--- src/mck_pkg.sv ---
`timescale 1ns / 1ps
// Package with the shared types, constants and the character pattern table of the Morse keyer.
package mck_pkg;

	localparam int CharWidth     = 8;
	localparam int PatWidth      = 7;
	localparam int UnitsWidth    = 3;
	localparam int DotWidth      = 11;
	localparam int DurWidth      = 14;
	localparam int QDepth        = 4;
	localparam int QPtrWidth     = (QDepth > 1) ? $clog2(QDepth) : 1;
	localparam int QCntWidth     = $clog2(QDepth + 1);

	localparam logic [DotWidth-1:0]   DotReset    = DotWidth'(92);
	localparam logic [CharWidth-1:0]  CharSpace   = 8'h20;
	localparam logic [UnitsWidth-1:0] UnitsDot    = 3'd1;
	localparam logic [UnitsWidth-1:0] UnitsEnd    = 3'd2;
	localparam logic [UnitsWidth-1:0] UnitsDash   = 3'd3;
	localparam logic [UnitsWidth-1:0] UnitsWord   = 3'd7;

	typedef struct packed {
		logic                is_space;
		logic [PatWidth-1:0] pattern;
	} entry_t;

	// Returns the element pattern, LSB first with a closing sentinel bit, or zero when the
	// character has no Morse code.
	function automatic logic [PatWidth-1:0] lookup_pattern(input logic [CharWidth-1:0] ch);
		logic [PatWidth-1:0] pat;
		pat = '0;
		unique case (ch)
			8'h2B: pat = 7'd42;
			8'h2D: pat = 7'd97;
			8'h3D: pat = 7'd49;
			8'h2E: pat = 7'd106;
			8'h2C: pat = 7'd115;
			8'h3F: pat = 7'd76;
			8'h2F: pat = 7'd41;
			8'h41: pat = 7'd6;
			8'h42: pat = 7'd17;
			8'h43: pat = 7'd21;
			8'h44: pat = 7'd9;
			8'h45: pat = 7'd2;
			8'h46: pat = 7'd20;
			8'h47: pat = 7'd11;
			8'h48: pat = 7'd16;
			8'h49: pat = 7'd4;
			8'h4A: pat = 7'd30;
			8'h4B: pat = 7'd13;
			8'h4C: pat = 7'd18;
			8'h4D: pat = 7'd7;
			8'h4E: pat = 7'd5;
			8'h4F: pat = 7'd15;
			8'h50: pat = 7'd22;
			8'h51: pat = 7'd27;
			8'h52: pat = 7'd10;
			8'h53: pat = 7'd8;
			8'h54: pat = 7'd3;
			8'h55: pat = 7'd12;
			8'h56: pat = 7'd24;
			8'h57: pat = 7'd14;
			8'h58: pat = 7'd25;
			8'h59: pat = 7'd29;
			8'h5A: pat = 7'd19;
			8'h31: pat = 7'd62;
			8'h32: pat = 7'd60;
			8'h33: pat = 7'd56;
			8'h34: pat = 7'd48;
			8'h35: pat = 7'd32;
			8'h36: pat = 7'd33;
			8'h37: pat = 7'd35;
			8'h38: pat = 7'd39;
			8'h39: pat = 7'd47;
			8'h30: pat = 7'd63;
			default: pat = '0;
		endcase
		return pat;
	endfunction

endpackage

--- src/mck_if.sv ---
`timescale 1ns / 1ps
// Stream interfaces for the character input and the segment output of the Morse keyer.
interface mck_char_if;
	logic                            valid;
	logic                            ready;
	logic [mck_pkg::CharWidth-1:0]   character;

	modport source (output valid, output character, input ready);
	modport sink (input valid, input character, output ready);
endinterface

interface mck_seg_if;
	logic                            valid;
	logic                            ready;
	logic                            key_on;
	logic [mck_pkg::UnitsWidth-1:0]  units;
	logic [mck_pkg::DurWidth-1:0]    duration_ms;
	logic                            last;

	modport source (output valid, output key_on, output units, output duration_ms,
		output last, input ready);
	modport sink (input valid, input key_on, input units, input duration_ms,
		input last, output ready);
endinterface

--- src/mck_front.sv ---
`timescale 1ns / 1ps
// Front end: takes characters, looks up their patterns and drops characters with no code.
module mck_front (
	input  logic                clk,
	input  logic                arst_n,
	mck_char_if.sink            chars,
	output logic                push_valid,
	input  logic                push_ready,
	output mck_pkg::entry_t     push_entry
);

	logic                              valid_s1;
	mck_pkg::entry_t                   entry_s1;
	logic [mck_pkg::PatWidth-1:0]      pat;
	logic                              is_space;
	logic                              known;
	logic                              take;

	assign chars.ready = !valid_s1 || push_ready;
	assign take        = chars.valid && chars.ready;
	assign pat         = mck_pkg::lookup_pattern(chars.character);
	assign is_space    = (chars.character == mck_pkg::CharSpace);
	assign known       = is_space || (pat != '0);

	always_ff @(posedge clk or negedge arst_n) begin
		if (!arst_n) begin
			valid_s1 <= 1'b0;
		end else if (take) begin
			valid_s1 <= known;
		end else if (push_ready) begin
			valid_s1 <= 1'b0;
		end
	end

	always_ff @(posedge clk) begin
		if (take) begin
			entry_s1.is_space <= is_space;
			entry_s1.pattern  <= pat;
		end
	end

	assign push_valid = valid_s1;
	assign push_entry = entry_s1;

endmodule

--- src/mck_queue.sv ---
`timescale 1ns / 1ps
// Short queue of classified characters between the front end and the segment sequencer.
module mck_queue (
	input  logic                clk,
	input  logic                arst_n,
	input  logic                push_valid,
	output logic                push_ready,
	input  mck_pkg::entry_t     push_entry,
	output logic                pop_valid,
	input  logic                pop_ready,
	output mck_pkg::entry_t     pop_entry
);

	mck_pkg::entry_t                   slots_q [mck_pkg::QDepth];
	logic [mck_pkg::QPtrWidth-1:0]     wr_ptr_q;
	logic [mck_pkg::QPtrWidth-1:0]     rd_ptr_q;
	logic [mck_pkg::QCntWidth-1:0]     count_q;
	logic                              do_push;
	logic                              do_pop;

	assign push_ready = (count_q != mck_pkg::QCntWidth'(mck_pkg::QDepth));
	assign pop_valid  = (count_q != '0);
	assign do_push    = push_valid && push_ready;
	assign do_pop     = pop_valid && pop_ready;
	assign pop_entry  = slots_q[rd_ptr_q];

	function automatic logic [mck_pkg::QPtrWidth-1:0] next_ptr(
		input logic [mck_pkg::QPtrWidth-1:0] p);
		logic [mck_pkg::QPtrWidth-1:0] n;
		n = (p == mck_pkg::QPtrWidth'(mck_pkg::QDepth - 1)) ? '0 : p + 1'b1;
		return n;
	endfunction

	always_ff @(posedge clk or negedge arst_n) begin
		if (!arst_n) begin
			wr_ptr_q <= '0;
			rd_ptr_q <= '0;
			count_q  <= '0;
		end else begin
			if (do_push) begin
				wr_ptr_q <= next_ptr(wr_ptr_q);
			end
			if (do_pop) begin
				rd_ptr_q <= next_ptr(rd_ptr_q);
			end
			if (do_push && !do_pop) begin
				count_q <= count_q + 1'b1;
			end else if (do_pop && !do_push) begin
				count_q <= count_q - 1'b1;
			end
		end
	end

	always_ff @(posedge clk) begin
		if (do_push) begin
			slots_q[wr_ptr_q] <= push_entry;
		end
	end

endmodule

--- src/mck_back.sv ---
`timescale 1ns / 1ps
// Back end: walks a pattern element by element and issues timed segments through an output register.
module mck_back (
	input  logic                               clk,
	input  logic                               arst_n,
	input  logic                               cfg_wr_en,
	input  logic [mck_pkg::DotWidth-1:0]       cfg_wr_data,
	input  logic                               pop_valid,
	output logic                               pop_ready,
	input  mck_pkg::entry_t                    pop_entry,
	mck_seg_if.source                          segments
);

	typedef enum logic [4:0] {
		ST_IDLE  = 5'b00001,
		ST_MARK  = 5'b00010,
		ST_GAP   = 5'b00100,
		ST_END   = 5'b01000,
		ST_SPACE = 5'b10000
	} state_t;

	state_t                            state_q;
	state_t                            state_d;
	logic [mck_pkg::PatWidth-1:0]      pat_q;
	logic [mck_pkg::PatWidth-1:0]      pat_d;
	logic [mck_pkg::DotWidth-1:0]      dot_q;
	logic                              out_valid_q;
	logic                              out_key_q;
	logic [mck_pkg::UnitsWidth-1:0]    out_units_q;
	logic [mck_pkg::DurWidth-1:0]      out_dur_q;
	logic                              out_last_q;
	logic                              load_ok;
	logic                              seg_emit;
	logic                              seg_key;
	logic [mck_pkg::UnitsWidth-1:0]    seg_units;
	logic                              seg_last;
	logic [mck_pkg::PatWidth-1:0]      pat_shift;

	assign load_ok   = !out_valid_q || segments.ready;
	assign pat_shift = pat_q >> 1;

	always_comb begin
		state_d   = state_q;
		pat_d     = pat_q;
		pop_ready = 1'b0;
		seg_emit  = 1'b0;
		seg_key   = 1'b0;
		seg_units = mck_pkg::UnitsDot;
		seg_last  = 1'b0;
		unique case (state_q)
			ST_IDLE: begin
				pop_ready = 1'b1;
				if (pop_valid) begin
					pat_d = pop_entry.pattern;
					if (pop_entry.is_space) begin
						state_d = ST_SPACE;
					end else if (pop_entry.pattern[mck_pkg::PatWidth-1:1] != '0) begin
						state_d = ST_MARK;
					end else begin
						state_d = ST_END;
					end
				end
			end
			ST_MARK: begin
				seg_emit  = load_ok;
				seg_key   = 1'b1;
				seg_units = pat_q[0] ? mck_pkg::UnitsDash : mck_pkg::UnitsDot;
				if (load_ok) begin
					state_d = ST_GAP;
				end
			end
			ST_GAP: begin
				seg_emit = load_ok;
				if (load_ok) begin
					pat_d   = pat_shift;
					state_d = (pat_shift[mck_pkg::PatWidth-1:1] != '0) ? ST_MARK : ST_END;
				end
			end
			ST_END: begin
				seg_emit  = load_ok;
				seg_units = mck_pkg::UnitsEnd;
				seg_last  = 1'b1;
				if (load_ok) begin
					state_d = ST_IDLE;
				end
			end
			ST_SPACE: begin
				seg_emit  = load_ok;
				seg_units = mck_pkg::UnitsWord;
				seg_last  = 1'b1;
				if (load_ok) begin
					state_d = ST_IDLE;
				end
			end
			default: begin
				state_d = ST_IDLE;
			end
		endcase
	end

	always_ff @(posedge clk or negedge arst_n) begin
		if (!arst_n) begin
			state_q     <= ST_IDLE;
			dot_q       <= mck_pkg::DotReset;
			out_valid_q <= 1'b0;
		end else begin
			state_q <= state_d;
			if (cfg_wr_en) begin
				dot_q <= cfg_wr_data;
			end
			if (seg_emit) begin
				out_valid_q <= 1'b1;
			end else if (segments.ready) begin
				out_valid_q <= 1'b0;
			end
		end
	end

	always_ff @(posedge clk) begin
		pat_q <= pat_d;
		if (seg_emit) begin
			out_key_q   <= seg_key;
			out_units_q <= seg_units;
			out_dur_q   <= mck_pkg::DurWidth'(seg_units) * mck_pkg::DurWidth'(dot_q);
			out_last_q  <= seg_last;
		end
	end

	assign segments.valid       = out_valid_q;
	assign segments.key_on      = out_key_q;
	assign segments.units       = out_units_q;
	assign segments.duration_ms = out_dur_q;
	assign segments.last        = out_last_q;

endmodule

--- src/morse_character_keyer.sv ---
`timescale 1ns / 1ps
// Top level of the Morse keyer: front end, character queue and segment sequencer.
// A character passes the front-end register, the queue and the idle state of the sequencer
// before its first segment enters the output register. Throughput: the sequencer gives one
// segment per cycle while the output does not stall, and takes each character in its idle state.
// The front end takes a character per cycle while the four-entry queue has room.
// Reset clears all control state and sets the dot length to 92 ms.
module morse_character_keyer (
	input  logic                           clk,
	input  logic                           arst_n,
	mck_char_if.sink                       chars,
	mck_seg_if.source                      segments,
	input  logic                           cfg_wr_en,
	input  logic [mck_pkg::DotWidth-1:0]   cfg_wr_data
);

	logic              push_valid;
	logic              push_ready;
	mck_pkg::entry_t   push_entry;
	logic              pop_valid;
	logic              pop_ready;
	mck_pkg::entry_t   pop_entry;

	mck_front u_front (
		.clk        (clk),
		.arst_n     (arst_n),
		.chars      (chars),
		.push_valid (push_valid),
		.push_ready (push_ready),
		.push_entry (push_entry)
	);

	mck_queue u_queue (
		.clk        (clk),
		.arst_n     (arst_n),
		.push_valid (push_valid),
		.push_ready (push_ready),
		.push_entry (push_entry),
		.pop_valid  (pop_valid),
		.pop_ready  (pop_ready),
		.pop_entry  (pop_entry)
	);

	mck_back u_back (
		.clk         (clk),
		.arst_n      (arst_n),
		.cfg_wr_en   (cfg_wr_en),
		.cfg_wr_data (cfg_wr_data),
		.pop_valid   (pop_valid),
		.pop_ready   (pop_ready),
		.pop_entry   (pop_entry),
		.segments    (segments)
	);

endmodule

--- src/flat_wrapper.sv ---
// flat-port wrapper written by rule: the top's interface ports become plain ports
module morse_character_keyer_flat 
  (clk, arst_n, cfg_wr_en, cfg_wr_data, chars_valid, chars_character, chars_ready, segments_valid, segments_key_on, segments_units, segments_duration_ms, segments_last, segments_ready);
  mck_char_if chars_i ();
  mck_seg_if segments_i ();
  input  logic clk;
  input  logic arst_n;
  input  logic cfg_wr_en;
  input  logic [mck_pkg::DotWidth-1:0] cfg_wr_data;
  input wire logic [$bits(chars_i.valid)-1:0] chars_valid;
  input wire logic [$bits(chars_i.character)-1:0] chars_character;
  output wire logic [$bits(chars_i.ready)-1:0] chars_ready;
  output wire logic [$bits(segments_i.valid)-1:0] segments_valid;
  output wire logic [$bits(segments_i.key_on)-1:0] segments_key_on;
  output wire logic [$bits(segments_i.units)-1:0] segments_units;
  output wire logic [$bits(segments_i.duration_ms)-1:0] segments_duration_ms;
  output wire logic [$bits(segments_i.last)-1:0] segments_last;
  input wire logic [$bits(segments_i.ready)-1:0] segments_ready;
  assign chars_i.valid = chars_valid;
  assign chars_i.character = chars_character;
  assign chars_ready = chars_i.ready;
  assign segments_valid = segments_i.valid;
  assign segments_key_on = segments_i.key_on;
  assign segments_units = segments_i.units;
  assign segments_duration_ms = segments_i.duration_ms;
  assign segments_last = segments_i.last;
  assign segments_i.ready = segments_ready;
  morse_character_keyer u_core (.clk(clk), .arst_n(arst_n), .chars(chars_i), .segments(segments_i), .cfg_wr_en(cfg_wr_en), .cfg_wr_data(cfg_wr_data));
endmodule
--- config.mk ---
export PLATFORM = sky130hd
export DESIGN_NAME = morse_character_keyer_flat
export DESIGN_NICKNAME = d
export VERILOG_FILES = /design/src/mck_pkg.sv /design/src/mck_if.sv /design/src/mck_front.sv /design/src/mck_queue.sv /design/src/mck_back.sv /design/src/morse_character_keyer.sv /design/src/flat_wrapper.sv
export SDC_FILE = /design/constraint.sdc
export NUM_CORES = 1
export LEC_CHECK = 0
export BUFFER_PORTS_ARGS = -buffer_cell sky130_fd_sc_hd__buf_2
export CORE_ASPECT_RATIO = 0.75
export CORE_MARGIN = 5
export CORE_UTILIZATION = 35
export DETAILED_ROUTE_END_ITERATION = 16
export GPL_ROUTABILITY_DRIVEN = 0
export PLACE_DENSITY_LB_ADDON = 0.3
export SLEW_MARGIN = 20
export SYNTH_ARGS = -nofsm -noshare
export SYNTH_HDL_FRONTEND = slang
export SYNTH_SLANG_ARGS = --single-unit
--- constraint.sdc ---
create_clock -name clk -period 7.35 [get_ports clk]
set_input_delay 1.1025 -clock clk [delete_from_list [all_inputs] [get_ports clk]]
set_output_delay 1.1025 -clock clk [all_outputs]
set_load 0.01 [all_outputs]
==> flow_summary.ini <==
[logic_synthesis]
yosysTopAreaCell = edfxtp_1
yosys.area_share.simple_pct = 13.9
syn-num-nets = 489
synth_compound_area_share_pct = 10.0
ys_seq_area_share_pct = 50.6
synth_top_family_by_area = simple AND/OR/NAND/NOR gates
synth_fa_ha_area_share_pct = 10.6
synth_top_cell_area_share_pct = 38.4
async_reset_ff_share_pct = 27.5
synthCells = 428
synth_edf_count = 66
synth-xor-area-share_pct = 2.21
synth_area_leaders = edfxtp_1 38%, dfrtp_1 9.7%, ha_1 6.3%, mux2_2 4.4%, fa_1 4.3%
synthMuxAreaShare_pct = 8.99
ys_types = 66
synthFlopType = edfxtp_1
avgSynthCellArea_sq_um = 12.1
synth_area_sq_mm = 0.00516
yosys_register_bits = 91
ys_warn_count = 0

[clock_network]
clock-sinks = 91
insertion_delay_ns = 0.34
cts_hold_buf = 0
cts_buffer_depth = 2
cts_setup_buffers = 0
post_cts_resized = 0
htreeDepth = 3
cts_root_buf = clkbuf_16
clk_pin_slew_worst_paths_ns = 0.07
cts_made_buffers = 9
cts_tree = built

[sta]
fin_crit_ns = 4.23
finalHoldViolCount = 0
finalSetupViolations = 0
max-slew-margin-rel_pct = 34.8
slew_violations = 0
tns_ns = 0
timing.final.ws_setup_ns = 3.12
post-route-period-util_pct = 57.5
finClkSkew_ns = 0.00667
max_slew.worst_pin.slew_ns = 0.967
rsz0062_at_grt = no
fmax_mhz = 236

[placement]
dp_hpwl_um = 7480
port_buffers = 44
dp_slack_ns = 3.13
postPlaceCellArea_sq_mm = 0.00557

[worst_setup_path]
cp.required_ns = 7.52
worstSetupEndpointType = flop
cp-start-kind = flop
crit_type = flop to flop
arrival_ns = 4.39
cp_max_fo = 14

[status]
status = finished, final reports clean

[floorplanning]
start_util_pct = 35.7
chipWidth_um = 150
rows = 38
pin_count = 45
core_area_sq_mm = 0.0145
dieArea_sq_mm = 0.0173
die_y_um = 115

[global_route]
grt_first_pass_wirelength_um = 17200
grt_pass1_vias = 3514
grt_usage_pct = 12.4
grt_start_max_net_pins = 37
grt-ovfl-total = 0
antenna_found_initial = 0

[finish]
fin_area_sq_mm = 0.00589
area_delta_synth_final_pct = 14.1
final_cell_mix = 66 x edfxtp_1, 44 x buf_2, 39 x nand2_1
diodes = 0
final_layout_size_suffix_gt1_share_pct = 21.3
num-nets-final = 530
fill_cells = 1384
final_common_cell = edfxtp_1
fin_util_pct = 40.8

[routing]
wl_per_cell_um = 14.9
drc_errors = 0
postRouteAntennaNets = 0
vias_per_cell = 4.99
drt_iter0_drc = 202
dr.pass1.iters = 4
via_count = 3363
drt_wl_total_um = 10100

[power_and_ir_drop]
cellLeakagePower_nw = 2.42
power.total_mw = 1.87
pwr_density_cell_mw_per_mm2 = 317
ir_worst_vdd_mv = 0.152

[run]
maxCapViolCount = 0

[min_path]
hold_class = flop to flop
==> state kept, by name, indices dropped and copies added, names as in the netlist <==
register	flops
u_core.u_queue.count_q	3
u_core.u_back.segments.duration_ms	14
u_core.u_back.pat_q	7
u_core.u_queue.slots_q	32
u_core.u_back.segments.valid	1
u_core.u_queue.rd_ptr_q	2
u_core.u_back.segments.key_on	1
u_core.u_back.state_q	5
u_core.u_back.dot_q	11
u_core.u_back.segments.last	1
u_core.u_front.push_valid	1
u_core.u_back.segments.units	3
u_core.u_front.push_entry	8
u_core.u_queue.wr_ptr_q	2
==> area by class of cell <==
class                      instances  area, sq um  area share, %
timing repair buffer              47          243           4.12
sequential                        91         2610           44.4
clock inverter                     7         97.6           1.66
tap                              200          250           4.25
inverter                          28          105           1.78
clock buffer                       9          225           3.82
multi-input combinational        292         2360           40.0
==> final timing paths <==
kind,slack (ns),startpoint,end,cells past startpoint
min in group asynchronous,0.78,arst_n,u_core.u_back.segments.valid,1
hold reg to reg,0.51,u_core.u_front.push_entry[1],u_core.u_queue.slots_q[3][1],0
hold / removal,0.51,u_core.u_front.push_entry[1],u_core.u_queue.slots_q[3][1],0
setup / recovery,3.12,u_core.u_back.state_q[2],u_core.u_back.segments.duration_ms[12],13
setup reg to reg,3.12,u_core.u_back.state_q[2],u_core.u_back.segments.duration_ms[12],13
max in group asynchronous,6.16,arst_n,u_core.u_front.push_valid,1
==> metal layers <==
layer / global-route usage (%) / up-vias / wire [um]
li1: - / 1639 / -
met1: 18.1 / 1625 / 5100
met2: 18.3 / 81 / 4340
met3: 2.76 / 18 / 446
met4: 4.20 / 0 / 182
met5: 0 / - / 0
==> report_power, final <==
group          total, mW  internal, mW  switching [mW]
clock network      0.500         0.301           0.199
logic              0.575         0.263           0.312
registers          0.791         0.708          0.0827
total               1.87          1.27           0.594
==> synth_stat cells (3+ instances only) <==
| master | count |
|---|---|
| edfxtp_1 | 66 |
| a21oi_1 | 12 |
| nand3_1 | 4 |
| inv_1 | 27 |
| nand2b_1 | 9 |
| a221oi_1 | 3 |
| mux2_1 | 4 |
| clkbuf_1 | 7 |
| nor2_1 | 18 |
| nor2b_1 | 7 |
| mux2_2 | 20 |
| or2_1 | 4 |
| a31oi_1 | 4 |
| a211oi_1 | 4 |
| dfrtp_1 | 20 |
| o21ai_1 | 6 |
| ha_1 | 26 |
| xor2_1 | 5 |
| nor3b_1 | 3 |
| nand2_1 | 39 |
| o21ai_0 | 9 |
| nor3_1 | 10 |
| and3_1 | 5 |
| o31ai_1 | 4 |
| fa_1 | 11 |
| a2111oi_0 | 3 |
| a211o_1 | 3 |
| dfstp_2 | 5 |
| and2_1 | 19 |
| buf_2 | 6 |
| mux4_2 | 7 |
| and3b_1 | 3 |
| xnor2_1 | 8 |
| o21a_1 | 4 |
==> critical path, cell delays in order (launching register included) <==
cell and delay [ns]:
dfrtp_1 0.42, or2_1 0.27, nor2_1 0.11, nand3_1 0.38, nand3_1 0.50, and2_1 0.22
fa_1 0.43, ha_1 0.24, fa_1 0.40, a21o_1 0.19, a211o_1 0.29, o211ai_1 0.17
a21oi_1 0.16, o311ai_1 0.28
==> logic make-up after synthesis <==
group                      Yosys count
and+or+nand+nor                    135
DFF                                 91
AOI/OAI and AO/OA                   74
buffers and inverters               45
adders and majority gates           37
muxes                               33
xor gates and xnor gates            13
==> per-stage QoR <==
step | hold slack, ns | cells
after floorplan | 0.459 | 428
after global placement | 0.476 | 658
after detailed placement | 0.494 | 658
after CTS | 0.507 | 674
after global routing | 0.530 | 674
final | 0.507 | 674
Note: power is estimated with default switching activity, not from simulation.
